[src/rtl/core/i2chs_pkg.sv]
package i2chs_pkg;

   localparam int COUNTER_WIDTH = 16;

   localparam int KIND_W      = 3;
   localparam int BYTE_W      = 8;
   localparam int CODE_W      = 16;
   localparam int ADDR_W      = 7;
   localparam int BUSY_W      = 20;
   localparam int CSR_INDEX_W = 2;
   localparam int BUF_DEPTH   = 6;
   localparam int POS_W       = 3;

   localparam int REQ_DATA_W  = BYTE_W + 2 * CODE_W;
   localparam int RSP_DATA_W  = 2 * BYTE_W + 3 * COUNTER_WIDTH;
   localparam int RSP_DATA_PW = ((RSP_DATA_W + 7) / 8) * 8;

   typedef enum logic [KIND_W-1:0] {
      KIND_TICK  = 3'd0,
      KIND_START = 3'd1,
      KIND_WRITE = 3'd2,
      KIND_READ  = 3'd3,
      KIND_STOP  = 3'd4
   } kind_type;

   typedef enum logic {
      RESP_ACK  = 1'b0,
      RESP_DATA = 1'b1
   } resp_kind_type;

   typedef enum logic [CSR_INDEX_W-1:0] {
      CSR_DEV_ADDR       = 2'd0,
      CSR_DEVICE_PRESENT = 2'd1,
      CSR_BUSY_TICKS     = 2'd2
   } csr_index_type;

   localparam logic [CODE_W-1:0] CMD_MEAS_HIGH_STRETCH = 16'h2C06;
   localparam logic [CODE_W-1:0] CMD_MEAS_MED_STRETCH  = 16'h2C0D;
   localparam logic [CODE_W-1:0] CMD_MEAS_LOW_STRETCH  = 16'h2C10;
   localparam logic [CODE_W-1:0] CMD_MEAS_HIGH         = 16'h2400;
   localparam logic [CODE_W-1:0] CMD_MEAS_MED          = 16'h240B;
   localparam logic [CODE_W-1:0] CMD_MEAS_LOW          = 16'h2416;
   localparam logic [CODE_W-1:0] CMD_SOFT_RESET        = 16'h30A2;
   localparam logic [CODE_W-1:0] CMD_CLEAR_STATUS      = 16'h3041;
   localparam logic [CODE_W-1:0] CMD_READ_STATUS       = 16'hF32D;

   localparam logic [ADDR_W-1:0] DEV_ADDR_RESET   = 7'd68;
   localparam logic [BUSY_W-1:0] BUSY_TICKS_RESET = 20'd15000;

   localparam logic [BYTE_W-1:0] CRC_POLY = 8'h31;
   localparam logic [BYTE_W-1:0] CRC_INIT = 8'hFF;
   localparam logic [BYTE_W-1:0] FILL_BYTE = 8'hFF;

   function automatic logic [BYTE_W-1:0] crc8_byte(input logic [BYTE_W-1:0] crc_in,
                                                   input logic [BYTE_W-1:0] data);
      logic [BYTE_W-1:0] c;
      c = crc_in ^ data;
      for (int b = 0; b < BYTE_W; b++) begin
         if (c[BYTE_W-1]) begin
            c = {c[BYTE_W-2:0], 1'b0} ^ CRC_POLY;
         end else begin
            c = {c[BYTE_W-2:0], 1'b0};
         end
      end
      return c;
   endfunction

   function automatic logic [BYTE_W-1:0] crc8_word(input logic [CODE_W-1:0] w);
      return crc8_byte(crc8_byte(CRC_INIT, w[CODE_W-1:BYTE_W]), w[BYTE_W-1:0]);
   endfunction

endpackage

[src/rtl/core/i2c_humidity_sensor_slave.sv]
// Transaction-level bus slave of a temperature and humidity sensor.
// Each request item is one bus event, chosen by req_tuser: tick, start with
// address byte, data write, data read or stop. Start, write and read events
// that address this device produce one response item on the rsp_ channel:
// an acknowledge, or a data byte for a read. Other events produce none.
// A two-byte command collected after a write address runs on the next stop
// or start; measure commands latch the temperature and humidity codes of
// that item with their CRC bytes and start the busy count, which tick items
// count down. A read address while busy is refused and counted.
// Each item is decoded in the cycle it is accepted and its response is held
// in the output register, so the response appears in the cycle after the
// request is accepted. One item is accepted every cycle while the response
// register is empty or being taken; when the receiver stalls with a response
// pending, req_tready drops until that response is taken. The csr_ port
// writes the address, presence and busy time registers; the user must use
// it only while no item is in flight; the block does not enforce this.
// Synchronous reset clears the bus state, counters and response register and
// loads register defaults; the buffer is undefined until a command fills it.
module i2c_humidity_sensor_slave (
   input  logic                                 clock,
   input  logic                                 reset,
   input  logic                                 req_tvalid,
   output logic                                 req_tready,
   // bus_byte, temp_code, hum_code
   input  logic [i2chs_pkg::REQ_DATA_W-1:0]     req_tdata,
   // kind
   input  logic [i2chs_pkg::KIND_W-1:0]         req_tuser,
   output logic                                 rsp_tvalid,
   input  logic                                 rsp_tready,
   // resp_addr, resp_data, unknown_count, busy_nack_count, measure_count
   output logic [i2chs_pkg::RSP_DATA_PW-1:0]    rsp_tdata,
   // resp_kind
   output logic                                 rsp_tuser,
   input  logic                                 csr_we,
   input  logic [i2chs_pkg::CSR_INDEX_W-1:0]    csr_index,
   input  logic [i2chs_pkg::BUSY_W-1:0]         csr_wdata
);

   localparam int CW = i2chs_pkg::COUNTER_WIDTH;
   localparam int BW = i2chs_pkg::BYTE_W;
   localparam int WC = i2chs_pkg::CODE_W;
   localparam logic [CW-1:0] CNT_MAX = {CW{1'b1}};

   logic [i2chs_pkg::ADDR_W-1:0] dev_addr_ff;
   logic                         present_ff;
   logic [i2chs_pkg::BUSY_W-1:0] busy_ticks_ff;

   logic                         sel_valid_ff, sel_valid_in;
   logic [BW-1:0]                sel_addr_ff, sel_addr_in;
   logic [1:0]                   byte_count_ff, byte_count_in;
   logic [WC-1:0]                cmd_word_ff, cmd_word_in;
   logic [BW-1:0]                buf_ff [i2chs_pkg::BUF_DEPTH];
   logic [BW-1:0]                buf_in [i2chs_pkg::BUF_DEPTH];
   logic [i2chs_pkg::POS_W-1:0]  out_len_ff, out_len_in;
   logic [i2chs_pkg::POS_W-1:0]  out_pos_ff, out_pos_in;
   logic                         measuring_ff, measuring_in;
   logic [i2chs_pkg::BUSY_W-1:0] busy_left_ff, busy_left_in;
   logic [CW-1:0]                unknown_ff, unknown_in;
   logic [CW-1:0]                nack_ff, nack_in;
   logic [CW-1:0]                measure_ff, measure_in;

   logic                         rsp_valid_ff, rsp_valid_in;
   logic                         rsp_kind_ff, rsp_kind_in;
   logic [BW-1:0]                rsp_addr_ff, rsp_addr_in;
   logic [BW-1:0]                rsp_byte_ff, rsp_byte_in;
   logic [CW-1:0]                rsp_unk_ff, rsp_nack_ff, rsp_meas_ff;

   logic                         accept;
   logic [BW-1:0]                bus_byte;
   logic [WC-1:0]                temp_code;
   logic [WC-1:0]                hum_code;
   logic                         cmd_run;

   assign bus_byte  = req_tdata[BW-1:0];
   assign temp_code = req_tdata[BW+WC-1:BW];
   assign hum_code  = req_tdata[BW+2*WC-1:BW+WC];

   assign req_tready = !rsp_valid_ff || rsp_tready;
   assign accept     = req_tvalid && req_tready;
   assign cmd_run    = sel_valid_ff && !sel_addr_ff[0] && (byte_count_ff >= 2'd2);

   always_comb begin
      sel_valid_in  = sel_valid_ff;
      sel_addr_in   = sel_addr_ff;
      byte_count_in = byte_count_ff;
      cmd_word_in   = cmd_word_ff;
      buf_in        = buf_ff;
      out_len_in    = out_len_ff;
      out_pos_in    = out_pos_ff;
      measuring_in  = measuring_ff;
      busy_left_in  = busy_left_ff;
      unknown_in    = unknown_ff;
      nack_in       = nack_ff;
      measure_in    = measure_ff;
      rsp_valid_in  = 1'b0;
      rsp_kind_in   = i2chs_pkg::RESP_ACK;
      rsp_addr_in   = sel_addr_ff;
      rsp_byte_in   = '0;

      case (req_tuser)
         i2chs_pkg::KIND_TICK: begin
            if (busy_left_ff != '0) begin
               busy_left_in = busy_left_ff - 1'b1;
            end
         end
         i2chs_pkg::KIND_START, i2chs_pkg::KIND_STOP: begin
            if (cmd_run) begin
               case (cmd_word_ff) inside
                  i2chs_pkg::CMD_MEAS_HIGH, i2chs_pkg::CMD_MEAS_MED,
                  i2chs_pkg::CMD_MEAS_LOW, i2chs_pkg::CMD_MEAS_HIGH_STRETCH,
                  i2chs_pkg::CMD_MEAS_MED_STRETCH, i2chs_pkg::CMD_MEAS_LOW_STRETCH: begin
                     buf_in[0]    = temp_code[WC-1:BW];
                     buf_in[1]    = temp_code[BW-1:0];
                     buf_in[2]    = i2chs_pkg::crc8_word(temp_code);
                     buf_in[3]    = hum_code[WC-1:BW];
                     buf_in[4]    = hum_code[BW-1:0];
                     buf_in[5]    = i2chs_pkg::crc8_word(hum_code);
                     out_len_in   = 3'd6;
                     out_pos_in   = '0;
                     measuring_in = 1'b1;
                     busy_left_in = busy_ticks_ff;
                     if (measure_ff != CNT_MAX) begin
                        measure_in = measure_ff + 1'b1;
                     end
                  end
                  i2chs_pkg::CMD_SOFT_RESET, i2chs_pkg::CMD_CLEAR_STATUS: begin
                     out_len_in   = '0;
                     out_pos_in   = '0;
                     measuring_in = 1'b0;
                  end
                  i2chs_pkg::CMD_READ_STATUS: begin
                     buf_in[0]    = '0;
                     buf_in[1]    = '0;
                     buf_in[2]    = i2chs_pkg::crc8_word('0);
                     out_len_in   = 3'd3;
                     out_pos_in   = '0;
                     measuring_in = 1'b0;
                  end
                  default: begin
                     if (unknown_ff != CNT_MAX) begin
                        unknown_in = unknown_ff + 1'b1;
                     end
                  end
               endcase
            end
            sel_valid_in  = 1'b0;
            sel_addr_in   = '0;
            byte_count_in = '0;
            if (req_tuser == i2chs_pkg::KIND_START && present_ff
                && bus_byte[BW-1:1] == dev_addr_ff) begin
               if (bus_byte[0] && measuring_in && busy_left_in != '0) begin
                  if (nack_ff != CNT_MAX) begin
                     nack_in = nack_ff + 1'b1;
                  end
               end else begin
                  sel_valid_in = 1'b1;
                  sel_addr_in  = bus_byte;
                  rsp_valid_in = 1'b1;
                  rsp_addr_in  = bus_byte;
               end
            end
         end
         i2chs_pkg::KIND_WRITE: begin
            if (sel_valid_ff) begin
               if (byte_count_ff == 2'd0) begin
                  cmd_word_in = {bus_byte, {BW{1'b0}}};
               end else if (byte_count_ff == 2'd1) begin
                  cmd_word_in = {cmd_word_ff[WC-1:BW], bus_byte};
               end
               if (byte_count_ff != 2'd3) begin
                  byte_count_in = byte_count_ff + 1'b1;
               end
               rsp_valid_in = 1'b1;
            end
         end
         i2chs_pkg::KIND_READ: begin
            if (sel_valid_ff) begin
               rsp_byte_in = i2chs_pkg::FILL_BYTE;
               if (out_pos_ff < out_len_ff) begin
                  rsp_byte_in = buf_ff[out_pos_ff];
                  out_pos_in  = out_pos_ff + 1'b1;
               end
               if (out_pos_in >= out_len_ff) begin
                  measuring_in = 1'b0;
               end
               rsp_valid_in = 1'b1;
               rsp_kind_in  = i2chs_pkg::RESP_DATA;
            end
         end
         default: begin
         end
      endcase
   end

   always_ff @(posedge clock) begin
      if (reset) begin
         dev_addr_ff   <= i2chs_pkg::DEV_ADDR_RESET;
         present_ff    <= 1'b1;
         busy_ticks_ff <= i2chs_pkg::BUSY_TICKS_RESET;
         sel_valid_ff  <= 1'b0;
         sel_addr_ff   <= '0;
         byte_count_ff <= '0;
         cmd_word_ff   <= '0;
         out_len_ff    <= '0;
         out_pos_ff    <= '0;
         measuring_ff  <= 1'b0;
         busy_left_ff  <= '0;
         unknown_ff    <= '0;
         nack_ff       <= '0;
         measure_ff    <= '0;
         rsp_valid_ff  <= 1'b0;
      end else begin
         if (csr_we) begin
            unique case (csr_index)
               i2chs_pkg::CSR_DEV_ADDR:       dev_addr_ff <= csr_wdata[i2chs_pkg::ADDR_W-1:0];
               i2chs_pkg::CSR_DEVICE_PRESENT: present_ff <= csr_wdata[0];
               i2chs_pkg::CSR_BUSY_TICKS:     busy_ticks_ff <= csr_wdata;
               default: begin
               end
            endcase
         end
         if (accept) begin
            sel_valid_ff  <= sel_valid_in;
            sel_addr_ff   <= sel_addr_in;
            byte_count_ff <= byte_count_in;
            cmd_word_ff   <= cmd_word_in;
            out_len_ff    <= out_len_in;
            out_pos_ff    <= out_pos_in;
            measuring_ff  <= measuring_in;
            busy_left_ff  <= busy_left_in;
            unknown_ff    <= unknown_in;
            nack_ff       <= nack_in;
            measure_ff    <= measure_in;
            rsp_valid_ff  <= rsp_valid_in;
         end else if (rsp_tready) begin
            rsp_valid_ff  <= 1'b0;
         end
      end
      if (accept) begin
         buf_ff      <= buf_in;
         rsp_kind_ff <= rsp_kind_in;
         rsp_addr_ff <= rsp_addr_in;
         rsp_byte_ff <= rsp_byte_in;
         rsp_unk_ff  <= unknown_in;
         rsp_nack_ff <= nack_in;
         rsp_meas_ff <= measure_in;
      end
   end

   assign rsp_tvalid = rsp_valid_ff;
   assign rsp_tuser  = rsp_kind_ff;
   assign rsp_tdata  = i2chs_pkg::RSP_DATA_PW'({rsp_meas_ff, rsp_nack_ff, rsp_unk_ff,
                                                rsp_byte_ff, rsp_addr_ff});

endmodule
[config.mk]
export PLATFORM = sky130hd
export DESIGN_NAME = i2c_humidity_sensor_slave
export DESIGN_NICKNAME = d
export VERILOG_FILES = /design/src/rtl/core/i2chs_pkg.sv /design/src/rtl/core/i2c_humidity_sensor_slave.sv
export SDC_FILE = /design/constraint.sdc
export NUM_CORES = 1
export LEC_CHECK = 0
export BUFFER_PORTS_ARGS = -buffer_cell sky130_fd_sc_hd__buf_2
export CAP_MARGIN = 30
export CORE_MARGIN = 5
export CORE_UTILIZATION = 50
export DETAILED_ROUTE_END_ITERATION = 10
export GPL_TIMING_DRIVEN = 0
export PLACE_DENSITY = 0.8
export SYNTH_ARGS = -nofsm -noshare
export SYNTH_HDL_FRONTEND = slang
export SYNTH_SLANG_ARGS = --single-unit
[constraint.sdc]
create_clock -name clock -period 4.01 [get_ports clock]
set_input_delay 0.401 -clock clock [delete_from_list [all_inputs] [get_ports clock]]
set_output_delay 0.401 -clock clock [all_outputs]
set_load 0.02 [all_outputs]
Yosys cells after proc, flatten, opt, wreduce, memory -nomap -nowiden

Cells that the tools add are included.

Input port bits: 70
Logic and storage cells: 329
Register bits after elaboration: 244

Bitwise gates (word level): 37
Eq/ne operators: 29
Reductions and logical operators: 40
Mux-type cells: 184
Add/subtract/negate cells: 6
Order comparisons: 4

Operator list:

| operator                | count |
|---|---|
| $mux W8                 | 99 |
| $mux W16                | 15 |
| $mux W6                 | 32 |
| $eq A16 B14 Y1 const B  | 8 |
| $not A3 Y3              | 32 |
| $mux W20                | 4 |
| $mux W24                | 3 |
| $add A16 B1 Y16 const B | 3 |
| $ne A16 B16 Y1 const B  | 3 |
| $pmux W20 S2            | 1 |
| $reduce_bool A20 Y1     | 2 |
| $mux W3                 | 11 |
| $bmux W8 S3             | 1 |
| $reduce_and A4 Y1       | 6 |
| $sub A20 B1 Y20 const B | 1 |
| $eq A16 B16 Y1 const B  | 1 |
| $not A8 Y8              | 2 |
| $xor A8 B8 Y8           | 2 |
| $ne A2 B2 Y1 const B    | 7 |
| $mux W1                 | 12 |
| $reduce_bool A2 Y1      | 6 |
| $reduce_and A2 Y1       | 5 |
| $reduce_and A5 Y1       | 2 |
| $eq A7 B7 Y1            | 1 |
| 27 further kinds        | 41 |

Longest topological paths before layout

Gate-level depths: netlist of run 1.

Depth in word-level cells: 80
Gate-level depth with buffers: 12
Gate-level depth less buffers: 11

Worst setup path after synthesis of run 1

OpenSTA, ideal clock, no wires.

Kind: in2reg
From: input rsp_tready
To: register measure_ff[5]
Required time: 3,882 ps
Setup slack: 363 ps
Setup time: 128 ps
Arrival time: 3,519 ps
Cell stages on the path: 7
Buffers on the path: 1
Cells stage by stage: nand2b_1 nand2_1 clkinv_1 clkbuf_1 nand3_1 xor2_1 nor2_1

Word-level cells in the longest chain between the ends: 2

RTL lines:

| element                | RTL line                         | text |
|---|---|---|
| start: declaration     | i2c_humidity_sensor_slave.sv:29  | `input logic rsp_tready,` |
| $logic_or A1 B1 Y1     | i2c_humidity_sensor_slave.sv:78  | `assign req_tready = !rsp_valid_ff \|\| rsp_tready;` |
| $logic_and A1 B1 Y1    | i2c_humidity_sensor_slave.sv:79  | `assign accept = req_tvalid && req_tready;` |
| named net accept       | i2c_humidity_sensor_slave.sv:68  | `logic accept;` |
| end signal: assignment | i2c_humidity_sensor_slave.sv:233 | `measure_ff <= measure_in;` |
| end: declaration       | i2c_humidity_sensor_slave.sv:60  | `logic [CW-1:0] measure_ff, measure_in;` |

The timed path passes the listed nets, and every way through them passes these cells.
A chain may end at the register's enable or synchronous reset.

Worst setup path in the final report of run 1

From: register cmd_word_ff[8]
To: register rsp_addr_ff[4], data pin

Word-level cells in the longest chain between the ends: 11
Elaborated cells on any way between the ends: 25

RTL lines:

| element                                          | RTL line                         | text |
|---|---|---|
| start: declaration                               | i2c_humidity_sensor_slave.sv:51  | `logic [WC-1:0] cmd_word_ff, cmd_word_in;` |
| start signal: assignment                         | i2c_humidity_sensor_slave.sv:226 | `cmd_word_ff <= cmd_word_in;` |
| branches (longest 7 deep; another with $mux W20) | -                                |  |
| $logic_and A1 B1 Y1 *                            | i2c_humidity_sensor_slave.sv:151 | `if (bus_byte[0] && measuring_in && busy_left_in != '0) begin` |
| $mux W8 *                                        | i2c_humidity_sensor_slave.sv:151 |  |
| $mux W8 *                                        | i2c_humidity_sensor_slave.sv:149 | `if (req_tuser == i2chs_pkg::KIND_START && present_ff` |
| $mux W8 *                                        | i2c_humidity_sensor_slave.sv:100 | `case (req_tuser)` |
| named net rsp_addr_in[4]                         | i2c_humidity_sensor_slave.sv:64  | `logic [BW-1:0] rsp_addr_ff, rsp_addr_in;` |
| end signal: assignment                           | i2c_humidity_sensor_slave.sv:242 | `rsp_addr_ff <= rsp_addr_in;` |
| end: declaration                                 | i2c_humidity_sensor_slave.sv:64  |  |

Mark *: on every way through the listed nets, which the timed path passes. The select of a mux whose other input is x is not followed.

==> summary.md, run 1 <==
| Metric | Value |
|---|---|
| Max incr delay on CP | about 0.7 ns |
| Fin util | 58.6% |
| # IOs | between 100 and 150 |
| DR iter-0 viols | roughly 960 |
| DRC | 0 |
| Worst-Margin Slew | a little under 1 ns |
| Die width | around 170 µm |
| Largest cells by area after synthesis | edfxtp_1, dfxtp_1, xnor2_1, nand2_1, xor2_1 |
| Max Slew Vio Count | 0 |
| Placed Area | approximately 13000 µm² |
| Core area | around 24000 µm² |
| 1st-pass router iterations | 5 |
| RSZ-0062 raised after global routing | false |
| Reg2Reg Setup Slack | 0.50 ns |
| Vias per Instance | between 5 and 6 |
| Clock-pin slew of the registers on the worst-case setup and hold paths | ~0.06 ns |
| Layout Nets | about 1500 |
| Yosys top cell area share | between 20 and 30% |
| Area growth, synth to finish | 16.1% |
| Top FF cell, synth | dfxtp_1 |
| Sink Count | around 240 |
| Htree depth | 1 |
| Overflow left after global routing | 0 |
| Max VDD drop | approximately 0.3 mV |
| Synth warn | 0 |
| Critical path required time | around 4.3 ns |
| Detailed Route WL | 31900 µm |
| Commonest cells after routing, fill and taps aside | nand2_1, buf_2, dfxtp_1 |
| CP Data Arrival Time | ~3.8 ns |
| IO Port Bufs | between 100 and 150 |
| Pwr dens | 402 nW/µm² |
| First-pass GRT wire length | approximately 50000 µm |
| CTS Root Cell | clkbuf_16 |
| Starting Density | about half |
| Bufs on Longest Clock Path | 3 |
| Critical-path maximum fanout | 8 |
| Worst setup SP type | flip-flop |
| Avg WL per Cell | 18.1 µm |
| Period utilization | around 87% |
| FF-to-FF Start | cmd_word_ff[8]$_SDFFE_PP0P_ |
| DP HPWL | approximately 23000 µm |
| Finished Layout Cells | around 1800 |
| Setup Buffers After CTS | 0 |
| Post-synth EDFFs | roughly 110 |
| Final Hold Fails | 0 |
| Crit-path cells | nor4_1 > nand4b_1 > a311oi_2 > a211oi_2 > or2_0 > buf_2 > a21oi_4 > mux2_2 |
| Post-layout min period | between 3 and 4 ns |
| Endpoint class of the critical path | flip-flop |
| Vias in the first global route | between 9000 and 10000 |
| Register area share after synthesis | 49.1% |
| Initial antenna violation count | 1 |
| Slowest cell on crit path | a311oi_2 |
| Fin area | around 14000 µm² |
| Overall via count from detail_route | between 10000 and 15000 |
| Mapped Cells | 1250 |
| CTS tree | yes |
| Synthesized area per cell | ~10 µm² |
| Setup crit end | rsp_addr_ff[4]$_DFFE_PP_ |
| Post-CTS sizing | 0 |
| Ys async rst share | 0% |
| Synth Register Bits | approximately 240 |
| Cts hold-fix bufs | 0 |
| Total CTS buffers | 26 |
| Syn_nets | ~1300 |
| Max Cap Violations | 0 |
| Unique masters post-synth | 77 |
| Leading area contributor after synthesis | edfxtp_1 |
| CP startpoint | cmd_word_ff[8]$_SDFFE_PP0P_ |
| Reg2Reg Depth | 8 |
| Num rows | between 50 and 60 |
| Die Area | ~28000 µm² |
| Post-DRT Antenna Nets | 0 |
| Clk_skew | ~0.014 ns |
| Hold crit path type | primary input to flip-flop |
| Overall power | about 5700 µW |
| Status | complete, no violations |
| Leak pwr | ~0.0051 µW |
| Largest net degree at the start of global routing | between 50 and 60 |
| Die height | around 170 µm |
| Placed Instances | roughly 1700 |
| R2r endpoint | rsp_addr_ff[4]$_DFFE_PP_ |
| Post-synthesis cell area | between 10000 and 15000 µm² |
| Worst slew margin | roughly 34% |
| Critical path class | flip-flop to flip-flop |
| Gp weighted congestion | about 0.95 |
| Fraction of final layout cells sized beyond drive strength 1 | approximately 16% |
| Hold slack | 0.0785 ns |
| Worst-Skew Late Latency | 0.53 ns |
| Setup violators final | 0 |
| Global router's overall resource usage | between 20% and 30% |
| Commonest non-fill, non-tap cell in the layout | nand2_1 |
| Max Freq | between 200 and 300 MHz |
## metrics by stage
step                      TNS, ns  setup slack [ns]
final                           0             0.503
after global routing            0             0.276
after CTS                       0             0.543
after detailed placement        0             0.561
after global placement     -65.40             -1.16
after floorplan                 0             0.363
## how the worst min path moves through the flow
stage                                  from                       to  slack (ns)  cells after the start
finish                        req_tdata[26]     buf_ff[10]$_DFFE_PP_        0.08                      1
global route                  req_tdata[26]     buf_ff[10]$_DFFE_PP_        0.07                      1
CTS                           req_tdata[26]     buf_ff[10]$_DFFE_PP_        0.06                      1
detailed placement  present_ff$_SDFFE_PP1P_  present_ff$_SDFFE_PP1P_        0.46                      2
global placement    present_ff$_SDFFE_PP1P_  present_ff$_SDFFE_PP1P_        0.45                      2
floorplan           present_ff$_SDFFE_PP1P_  present_ff$_SDFFE_PP1P_        0.44                      2
## critical path: cells and delay by family, from the launching register on
family / cells / cell delay [ns]
flops: 1 / 0.34
buf+inv: 1 / 0.16
mux: 1 / 0.40
compound gates: 3 / 1.18
simple gates: 3 / 1.16
## registers in the layout, summed over array words and instances (netlist names), 16 cells and up
signal,flops
rsp_nack_ff,16
nack_ff,16
busy_ticks_ff,20
busy_left_ff,20
measure_ff,16
rsp_meas_ff,16
unknown_ff,16
rsp_unk_ff,16
buf_ff,48
cmd_word_ff,16
## cell type report
class / count / area [µm²]
plain buffers: 64 / 256
clock buffers: 41 / 758
diodes: 1 / 2.50
repair buffers: 140 / 744
fillers: 2048 / 10000
inverters: 20 / 75.1
clock inverters: 6 / 55.1
well taps: 324 / 405
multi-input cells: 922 / 5910
flip-flops and latches: 244 / 6020
## report_power, final
group	switching (µW)	leakage, µW	internal (µW)	total [µW]
clock network	949	0.000401	1350	2300
logic	432	0.00256	282	714
registers	35.4	0.00218	2670	2700
## cells in the mapped netlist (all sizes together), types with 14 or more instances
cell type,number
a21oi,91
a31oi,15
and2,22
and3,15
clkbuf,57
dfxtp,131
edfxtp,113
ha,14
inv,18
mux2,26
nand2,150
nand3,50
nor2,97
nor3,36
nor4,17
o21ai,43
or3,21
xnor2,78
xor2,56
## cell families (layout without fill, tap and decap cells)
group | count (synthesis) | in the layout | share of synthesized area, %
DFF | 244 | 244 | 49.1
buffers and inverters | 84 | 271 | 2.68
muxes | 47 | 47 | 4.93
adders and majority gates | 14 | 14 | 1.43
AOI/OAI and AO/OA | 238 | 238 | 12.3
other | 0 | 1 | 0
and+or+nand+nor | 489 | 489 | 20.0
xor gates and xnor gates | 134 | 134 | 9.59
## per-layer routing
metal	wire (µm)	GRT usage, %
met3	2470	3.20
met1	13000	28.3
met5	0	0
met2	15600	37.4
met4	920	6.83
Power figures use the tool's default switching activity.
==> inputs of run 2 (changes only) <==
--- a/config.mk
+++ b/config.mk
@@ -5,6 +5,7 @@
 export SDC_FILE = /design/constraint.sdc
 export NUM_CORES = 1
 export LEC_CHECK = 0
+export ABC_AREA = 1
 export BUFFER_PORTS_ARGS = -buffer_cell sky130_fd_sc_hd__buf_2
 export CAP_MARGIN = 30
 export CORE_MARGIN = 5
==> run 2 against run 1 <==
Effect of this change:
- wire length grew 8.7%
- register-to-register slack improved by 0.34 ns
- cell area rose by 5.0%
- critical path depth up 7
- first-iteration DRC count grew 17%
- clock power rose by 8%
- sequential power grew 3%
- non-clock buffer count shrank 6
- via count up 13%
- synthesized cell count grew 32%
- die area is 5.1% higher
==> summary.md, run 2 <==
| Metric | Value |
|---|---|
| Critical-path maximum fanout | 10 (+2) |
| Fillers | 2217 (+8.3%) |
| Worst slew margin | 44.7% (+11 points) |
| Setup Buffers After CTS | 0 (unchanged) |
| Synth Register Bits | 244 (unchanged) |
| Sink Count | 244 (unchanged) |
| Post-layout min period | 3.17 ns (-0.338 ns) |
| Bufs on Longest Clock Path | 3 (unchanged) |
| Top Family by Delay on Critical Path | simple AND/OR/NAND/NOR gates |
| Max Slew Vio Count | 0 (unchanged) |
| Hold crit path type | primary input to flip-flop |
| Leak pwr | 0.00675 µW (+31%) |
| DP HPWL | 26100 µm (+14%) |
| Unique masters post-synth | 51 (-34%) |
| Worst setup SP type | flip-flop |
| Largest cells by area after synthesis | edfxtp_1, dfxtp_1, nand2_1, inv_1, nor2_1 |
| Placed Instances | 2119 (+24%) |
| 1st-pass router iterations | 7 (+2) |
| Max VDD drop | 0.313 mV (+3.9%) |
| Overall via count from detail_route | 11700 (+13%) |
| First-pass GRT wire length | 55200 µm (+10%) |
| Antenna diodes | 0 (-1) |
| Multi-input gate area | 5810 µm² (-1.7%) |
| Cts hold-fix bufs | 0 (unchanged) |
| Post-synth EDFFs | 113 (unchanged) |
| Num rows | 58 (+1.8%) |
| Slowest cell on crit path | clkbuf_1 |
| Compound-Gate Fraction of Synth Area | 12.2% (-0.11 points) |
| Commonest non-fill, non-tap cell in the layout | nand2_1 |
| Mux cell area share after synthesis | 0.0776% (-4.8 points) |
| Worst-Skew Late Latency | 0.55 ns (+0.02 ns) |
| Most used cell, CP | nand2_1 |
| Critical path required time | 4.29 ns (about the same) |
| Synthesized area per cell | 7.82 µm² (-20%) |
| Clk_skew | 0.0296 ns (+0.0157 ns) |
| Die Area | 29100 µm² (+5.1%) |
| Post-synthesis cell area | 12900 µm² (+5.4%) |
| Placed Area | 14100 µm² (+5.0%) |
| Endpoint class of the critical path | flip-flop |
| Max reg flops | 48 (unchanged) |
| Htree depth | 1 (unchanged) |
| Die height | 171 µm (+2.5%) |
| Starting Density | 50.9% (+0.45 points) |
| CTS Root Cell | clkbuf_16 |
| Most frequent cells after synthesis | nand2_1, inv_1, nor2_1 |
| Buf+Inv Stages, Crit Path | 3 (+2) |
| Register area share after synthesis | 46.6% (-2.5 points) |
| Clock-pin slew of the registers on the worst-case setup and hold paths | 0.06 ns (about the same) |
| Finished Layout Cells | 2166 (+23%) |
| Commonest cells after routing, fill and taps aside | nand2_1, inv_1, nor2_1 |
| Period utilization | 79.0% (-8.4 points) |
| Critical path class | flip-flop to flip-flop |
| Vias per Instance | 5.39 (-7.9%) |
| Setup violators final | 0 (unchanged) |
| Detailed Route WL | 34700 µm (+8.7%) |
| Area occupied by registers | 6020 µm² (unchanged) |
| Most frequent cell after synthesis | nand2_1 |
| Ys async rst share | 0% (unchanged) |
| Post-CTS sizing | 0 (unchanged) |
| DR iter-0 viols | 1122 (+17%) |
| Vias in the first global route | 11000 (+14%) |
| Post-synthesis xor/xnor area fraction | 6.98% (-2.6 points) |
| IO Port Bufs | 136 (+0.74%) |
| Syn_nets | 1734 (+30%) |
| Post-route setup TNS | 0 ns (unchanged) |
| Status | complete, no violations |
| Layout Nets | 1901 (+27%) |
| Total CTS buffers | 26 (unchanged) |
| Pwr dens | 415 nW/µm² (+3.2%) |
| Post-Synth Adder-Cell Area | 1.36% (-0.073 points) |
| CTS tree | yes |
| Initial antenna violation count | 0 (-1) |
| Max Cap Violations | 0 (unchanged) |
| Synth warn | 0 (unchanged) |
| Overall power | 6200 µW (+8.4%) |
| Max Freq | 316 MHz (+11%) |
| CP Data Arrival Time | 3.44 ns (-0.34 ns) |
| Fin area | 14900 µm² (+5.0%) |
| Mapped Cells | 1650 (+32%) |
| # IOs | 137 (unchanged) |
| Hold slack | 0.0560 ns (-0.0225 ns) |
| Top FF cell, synth | dfxtp_1 |
| Post-DRT Antenna Nets | 0 (unchanged) |
| Avg WL per Cell | 16.0 µm (-12%) |
| Yosys top cell area share | 26.3% (-1.4 points) |
| Worst-Margin Slew | 0.826 ns (-0.159 ns) |
| Die width | 171 µm (+2.5%) |
| Max incr delay on CP | 0.44 ns (-0.24 ns) |
| Global router's overall resource usage | 23.1% (+1.5 points) |
| Top reg by flops | buf_ff |
| RSZ-0062 raised after global routing | false |
| Gp weighted congestion | 0.957 (+0.49%) |
| Post-Synth Simple-Gate Area | 24.4% (+4.4 points) |
| Overflow left after global routing | 0 (unchanged) |
| DRC | 0 (unchanged) |
| Core area | 25300 µm² (+4.4%) |
| Leading area contributor after synthesis | edfxtp_1 |
| Final Hold Fails | 0 (unchanged) |
| Fraction of final layout cells sized beyond drive strength 1 | 12.6% (-3.6 points) |
| Top Registers | buf_ff: 48 flops, busy_left_ff: 20 flops, busy_ticks_ff: 20 flops |
| Crit-path cells | inv_1 > ha_1 > nor2_1 > nor3_4 > clkbuf_1 > nand3b_1 > nand2_1 > nand2_1 > nor2_1 > nand3_1 > nor2_2 > nor2_4 > buf_4 > o21ai_0 > nand2_1 |
| Largest family of logic cells by synthesized area | simple AND/OR/NAND/NOR gates |
| Area growth, synth to finish | 15.8% |
| Largest net degree at the start of global routing | 59 (+16%) |
==> run 2: area by class of cell <==
cell class | instances | share of cell area (%)
Inverter | 221 | 5.55
Clock inverter | 18 | 1.41
Buffer | 59 | 1.75
Clock buffer | 29 | 4.43
Timing Repair Buffer | 139 | 4.94
Tap cell | 330 | 2.76
Multi-Input combinational cell | 1126 | 38.9
Sequential cell | 244 | 40.3
==> run 2: cell families after synthesis <==
| logic type | after synthesis |
|---|---|
| fa+ha+maj | 14 |
| xor+xnor | 102 |
| buf+inv | 280 |
| mux | 1 |
| compound gates | 282 |
| simple gates | 727 |
| flops | 244 |
==> run 2: power by group <==
part | total (µW) | internal [µW] | leakage [µW] | switching [µW]
Clock | 2490 | 1450 | 0.000416 | 1040
Combinational | 923 | 320 | 0.00415 | 603
Sequential | 2790 | 2730 | 0.00219 | 65.4
Total | 6200 | 4500 | 0.00675 | 1700
==> run 2: worst paths after layout <==
check / start / endpoint / cells past startpoint / slack (ns)
hold reg to reg: sel_addr_ff[5]$_SDFFE_PP0P_ / sel_addr_ff[5]$_SDFFE_PP0P_ / 2 / 0.46
setup / recovery: byte_count_ff[0]$_SDFFE_PP0P_ / rsp_addr_ff[0]$_DFFE_PP_ / 15 / 0.84
hold / removal: req_tdata[28] / buf_ff[12]$_DFFE_PP_ / 1 / 0.06
setup reg to reg: byte_count_ff[0]$_SDFFE_PP0P_ / rsp_addr_ff[0]$_DFFE_PP_ / 15 / 0.84
==> run 2: through the flow <==
step	worst slack, ns	util, %
6_report	0.841	59.0
5_1_grt	0.597	59.0
4_1_cts	0.880	59.0
3_5_place_dp	0.775	55.5
3_3_place_gp	-0.917	55.3
2_1_floorplan	0.398	-
==> run 2: routing by layer <==
metal	vias to the layer above	global-route usage, %	routed length [µm]
li1	5758	-	-
met1	5427	31.1	14800
met2	419	39.1	16600
met3	70	2.82	2240
met4	0	7.50	1040
met5	-	0	0
==> inputs of run 3 (changes only) <==
==> constraint.sdc (replaced) <==
create_clock -name clock -period 3.25 [get_ports clock]
set_input_delay 0.325 -clock clock [delete_from_list [all_inputs] [get_ports clock]]
set_output_delay 0.325 -clock clock [all_outputs]
set_load 0.02 [all_outputs]
==> run 3 against run 2 <==
Effect of this change:
- cell area is 1.2% higher
- clock power is 27% higher
- first-iteration DRC count is 13% lower
==> summary.md, run 3 (synthesis results as in run 2) <==
| Metric | Value |
|---|---|
| Status | complete, no violations |
| Layout Nets | 1914 (+0.68%) |
| Crit-path cells | inv_1 > ha_1 > nor2_1 > nor3_4 > buf_4 > nand2_4 > buf_4 > nand2_1 > nand2_1 > nand2_1 > nor2_1 > nand3_1 > nor2_2 > nor2_4 > buf_4 > o21ai_0 > nand2_1 |
| Max Slew Vio Count | 0 (unchanged) |
| FF-to-FF Start | byte_count_ff[0]$_SDFFE_PP0P_ |
| Bufs on Longest Clock Path | 3 (unchanged) |
| RSZ-0062 raised after global routing | false |
| Max VDD drop | 0.424 mV (+36%) |
| Endpoint class of the critical path | flip-flop |
| Hold endpoint | buf_ff[10]$_DFFE_PP_ |
| CP Data Arrival Time | 3.27 ns (-0.17 ns) |
| Avg WL per Cell | 15.8 µm (-1.6%) |
| Critical-path maximum fanout | 10 (unchanged) |
| Max incr delay on CP | 0.39 ns (-0.05 ns) |
| Top Family by Delay on Critical Path | simple AND/OR/NAND/NOR gates |
| DRC | 0 (unchanged) |
| Worst-Skew Late Latency | 0.54 ns (about the same) |
| 1st-pass router iterations | 6 (-1) |
| Num rows | 58 (unchanged) |
| Setup violators final | 0 (unchanged) |
| # IOs | 137 (unchanged) |
| Antenna diodes | 0 (unchanged) |
| Placed Area | 14100 µm² (unchanged) |
| Gp weighted congestion | 0.988 (+3.2%) |
| Critical path required time | 3.52 ns (-0.77 ns) |
| WHS Path Cells | 1 (unchanged) |
| Max Cap Violations | 0 (unchanged) |
| Fillers | 2257 (+1.8%) |
| DR iter-0 viols | 976 (-13%) |
| Vias in the first global route | 11300 (+2.7%) |
| Die height | 171 µm (unchanged) |
| Overflow left after global routing | 0 (unchanged) |
| Fraction of final layout cells sized beyond drive strength 1 | 13.3% (+0.66 points) |
| Leak pwr | 0.00685 µW (+1.4%) |
| DP HPWL | 25600 µm (-2.1%) |
| Clk_skew | 0.0292 ns (-0.000476 ns) |
| Initial antenna violation count | 0 (unchanged) |
| Reg2Reg Setup Slack | 0.25 ns (-0.59 ns) |
| CTS Root Cell | clkbuf_16 |
| Pwr dens | 514 nW/µm² (+24%) |
| Vias per Instance | 5.36 (-0.51%) |
| Period utilization | 92.3% (+13 points) |
| Worst-Margin Slew | 0.780 ns (-0.0461 ns) |
| Hold crit path type | primary input to flip-flop |
| Core area | 25300 µm² (unchanged) |
| Max reg flops | 48 (unchanged) |
| Detailed Route WL | 34400 µm (-0.95%) |
| Top Registers | buf_ff: 48 flops, busy_left_ff: 20 flops, busy_ticks_ff: 20 flops |
| Post-DRT Antenna Nets | 0 (unchanged) |
| Area occupied by registers | 6020 µm² (unchanged) |
| Slowest cell on crit path | dfxtp_1 |
| Hold Startpoint | req_tdata[26] |
| Die width | 171 µm (unchanged) |
| Global router's overall resource usage | 23.1% (-0.060 points) |
| Total CTS buffers | 26 (unchanged) |
| Commonest non-fill, non-tap cell in the layout | nand2_1 |
| Most used cell, CP | nand2_1 |
| Largest net degree at the start of global routing | 59 (unchanged) |
| Max Freq | 333 MHz (+5.6%) |
| Worst setup SP type | flip-flop |
| Multi-input gate area | 5810 µm² (about the same) |
| Reg2Reg Depth | 17 (+2) |
| Final Hold Fails | 0 (unchanged) |
| Critical path class | flip-flop to flip-flop |
| Post-layout min period | 3.00 ns (-0.169 ns) |
| Buf+Inv Stages, Crit Path | 4 (+1) |
| Hold slack | 0.0209 ns (-0.0351 ns) |
| Sink Count | 244 (unchanged) |
| Top reg by flops | buf_ff |
| First-pass GRT wire length | 55300 µm (+0.13%) |
| Fin area | 15100 µm² (+1.2%) |
| Die Area | 29100 µm² (unchanged) |
| Htree depth | 1 (unchanged) |
| Clock-pin slew of the registers on the worst-case setup and hold paths | 0.06 ns (about the same) |
| Starting Density | 50.9% (unchanged) |
| Commonest cells after routing, fill and taps aside | nand2_1, inv_1, nor2_1 |
| R2r endpoint | rsp_addr_ff[4]$_DFFE_PP_ |
| Worst slew margin | 47.8% (+3.1 points) |
| IO Port Bufs | 136 (unchanged) |
| CTS tree | yes |
| Overall via count from detail_route | 11700 (+0.14%) |
| Area growth, synth to finish | 17.1% |
run 3: worst max path at each step:
stage,startpoint,endpoint,cells past startpoint
floorplan,rsp_tvalid$_SDFFE_PP0P_,buf_ff[24]$_SDFFCE_PP1P_,7
global placement,req_tuser[0],buf_ff[45]$_SDFFCE_PP0P_,10
detailed placement,rsp_tready,busy_left_ff[19]$_SDFFE_PP0P_,11
CTS,byte_count_ff[0]$_SDFFE_PP0P_,rsp_addr_ff[4]$_DFFE_PP_,16
global route,cmd_word_ff[8]$_SDFFE_PP0P_,rsp_nack_ff[12]$_DFFE_PP_,18
finish,byte_count_ff[0]$_SDFFE_PP0P_,rsp_addr_ff[4]$_DFFE_PP_,17
run 3: where the power goes:
group / total [µW] / internal, µW / switching [µW]
Sequential: 3440 / 3360 / 79.6
Clock: 3170 / 1930 / 1240
Combinational: 1150 / 402 / 747
Total: 7760 / 5690 / 2070
run 3: final cells by class:
| type | count | area share (%) |
|---|---|---|
| Clock inverter | 14 | 1.22 |
| Inverter | 221 | 5.49 |
| Tap cell | 330 | 2.73 |
| Timing Repair Buffer | 152 | 5.66 |
| Sequential cell | 244 | 39.8 |
| Multi-Input combinational cell | 1126 | 38.4 |
| Clock buffer | 34 | 4.91 |
| Buffer | 59 | 1.75 |
run 3: layer usage:
| layer | track usage (%) | vias up | share of wire (%) |
|---|---|---|---|
| li1 | - | 5779 | - |
| met1 | 29.8 | 5414 | 42 |
| met2 | 40.3 | 414 | 48 |
| met3 | 2.82 | 83 | 6.8 |
| met4 | 7.71 | 0 | 3.1 |
| met5 | 0 | - | 0 |
run 3: through the flow:
stage                     setup TNS [ns]  cells  power [µW]  util [%]  setup slack [ns]
after CTS                              0   2174        7790      59.5             0.202
after global placement            -43.21   2116        4580      55.3            -0.845
after detailed placement               0   2119        4630      55.5             0.182
final                                  0   2180        7760      59.7             0.250
after floorplan                        0   1650        4300         -             0.145
after global routing                   0   2180        8050      59.7            0.0238
run 3: repair_timing:
action | CTS | global route
hold endpoints to repair | 7 | 1
setup endpoints to repair | 0 | 19
setup buffers | 0 | 5
gates resized for setup | 0 | 5
hold buffers | 7 | 1
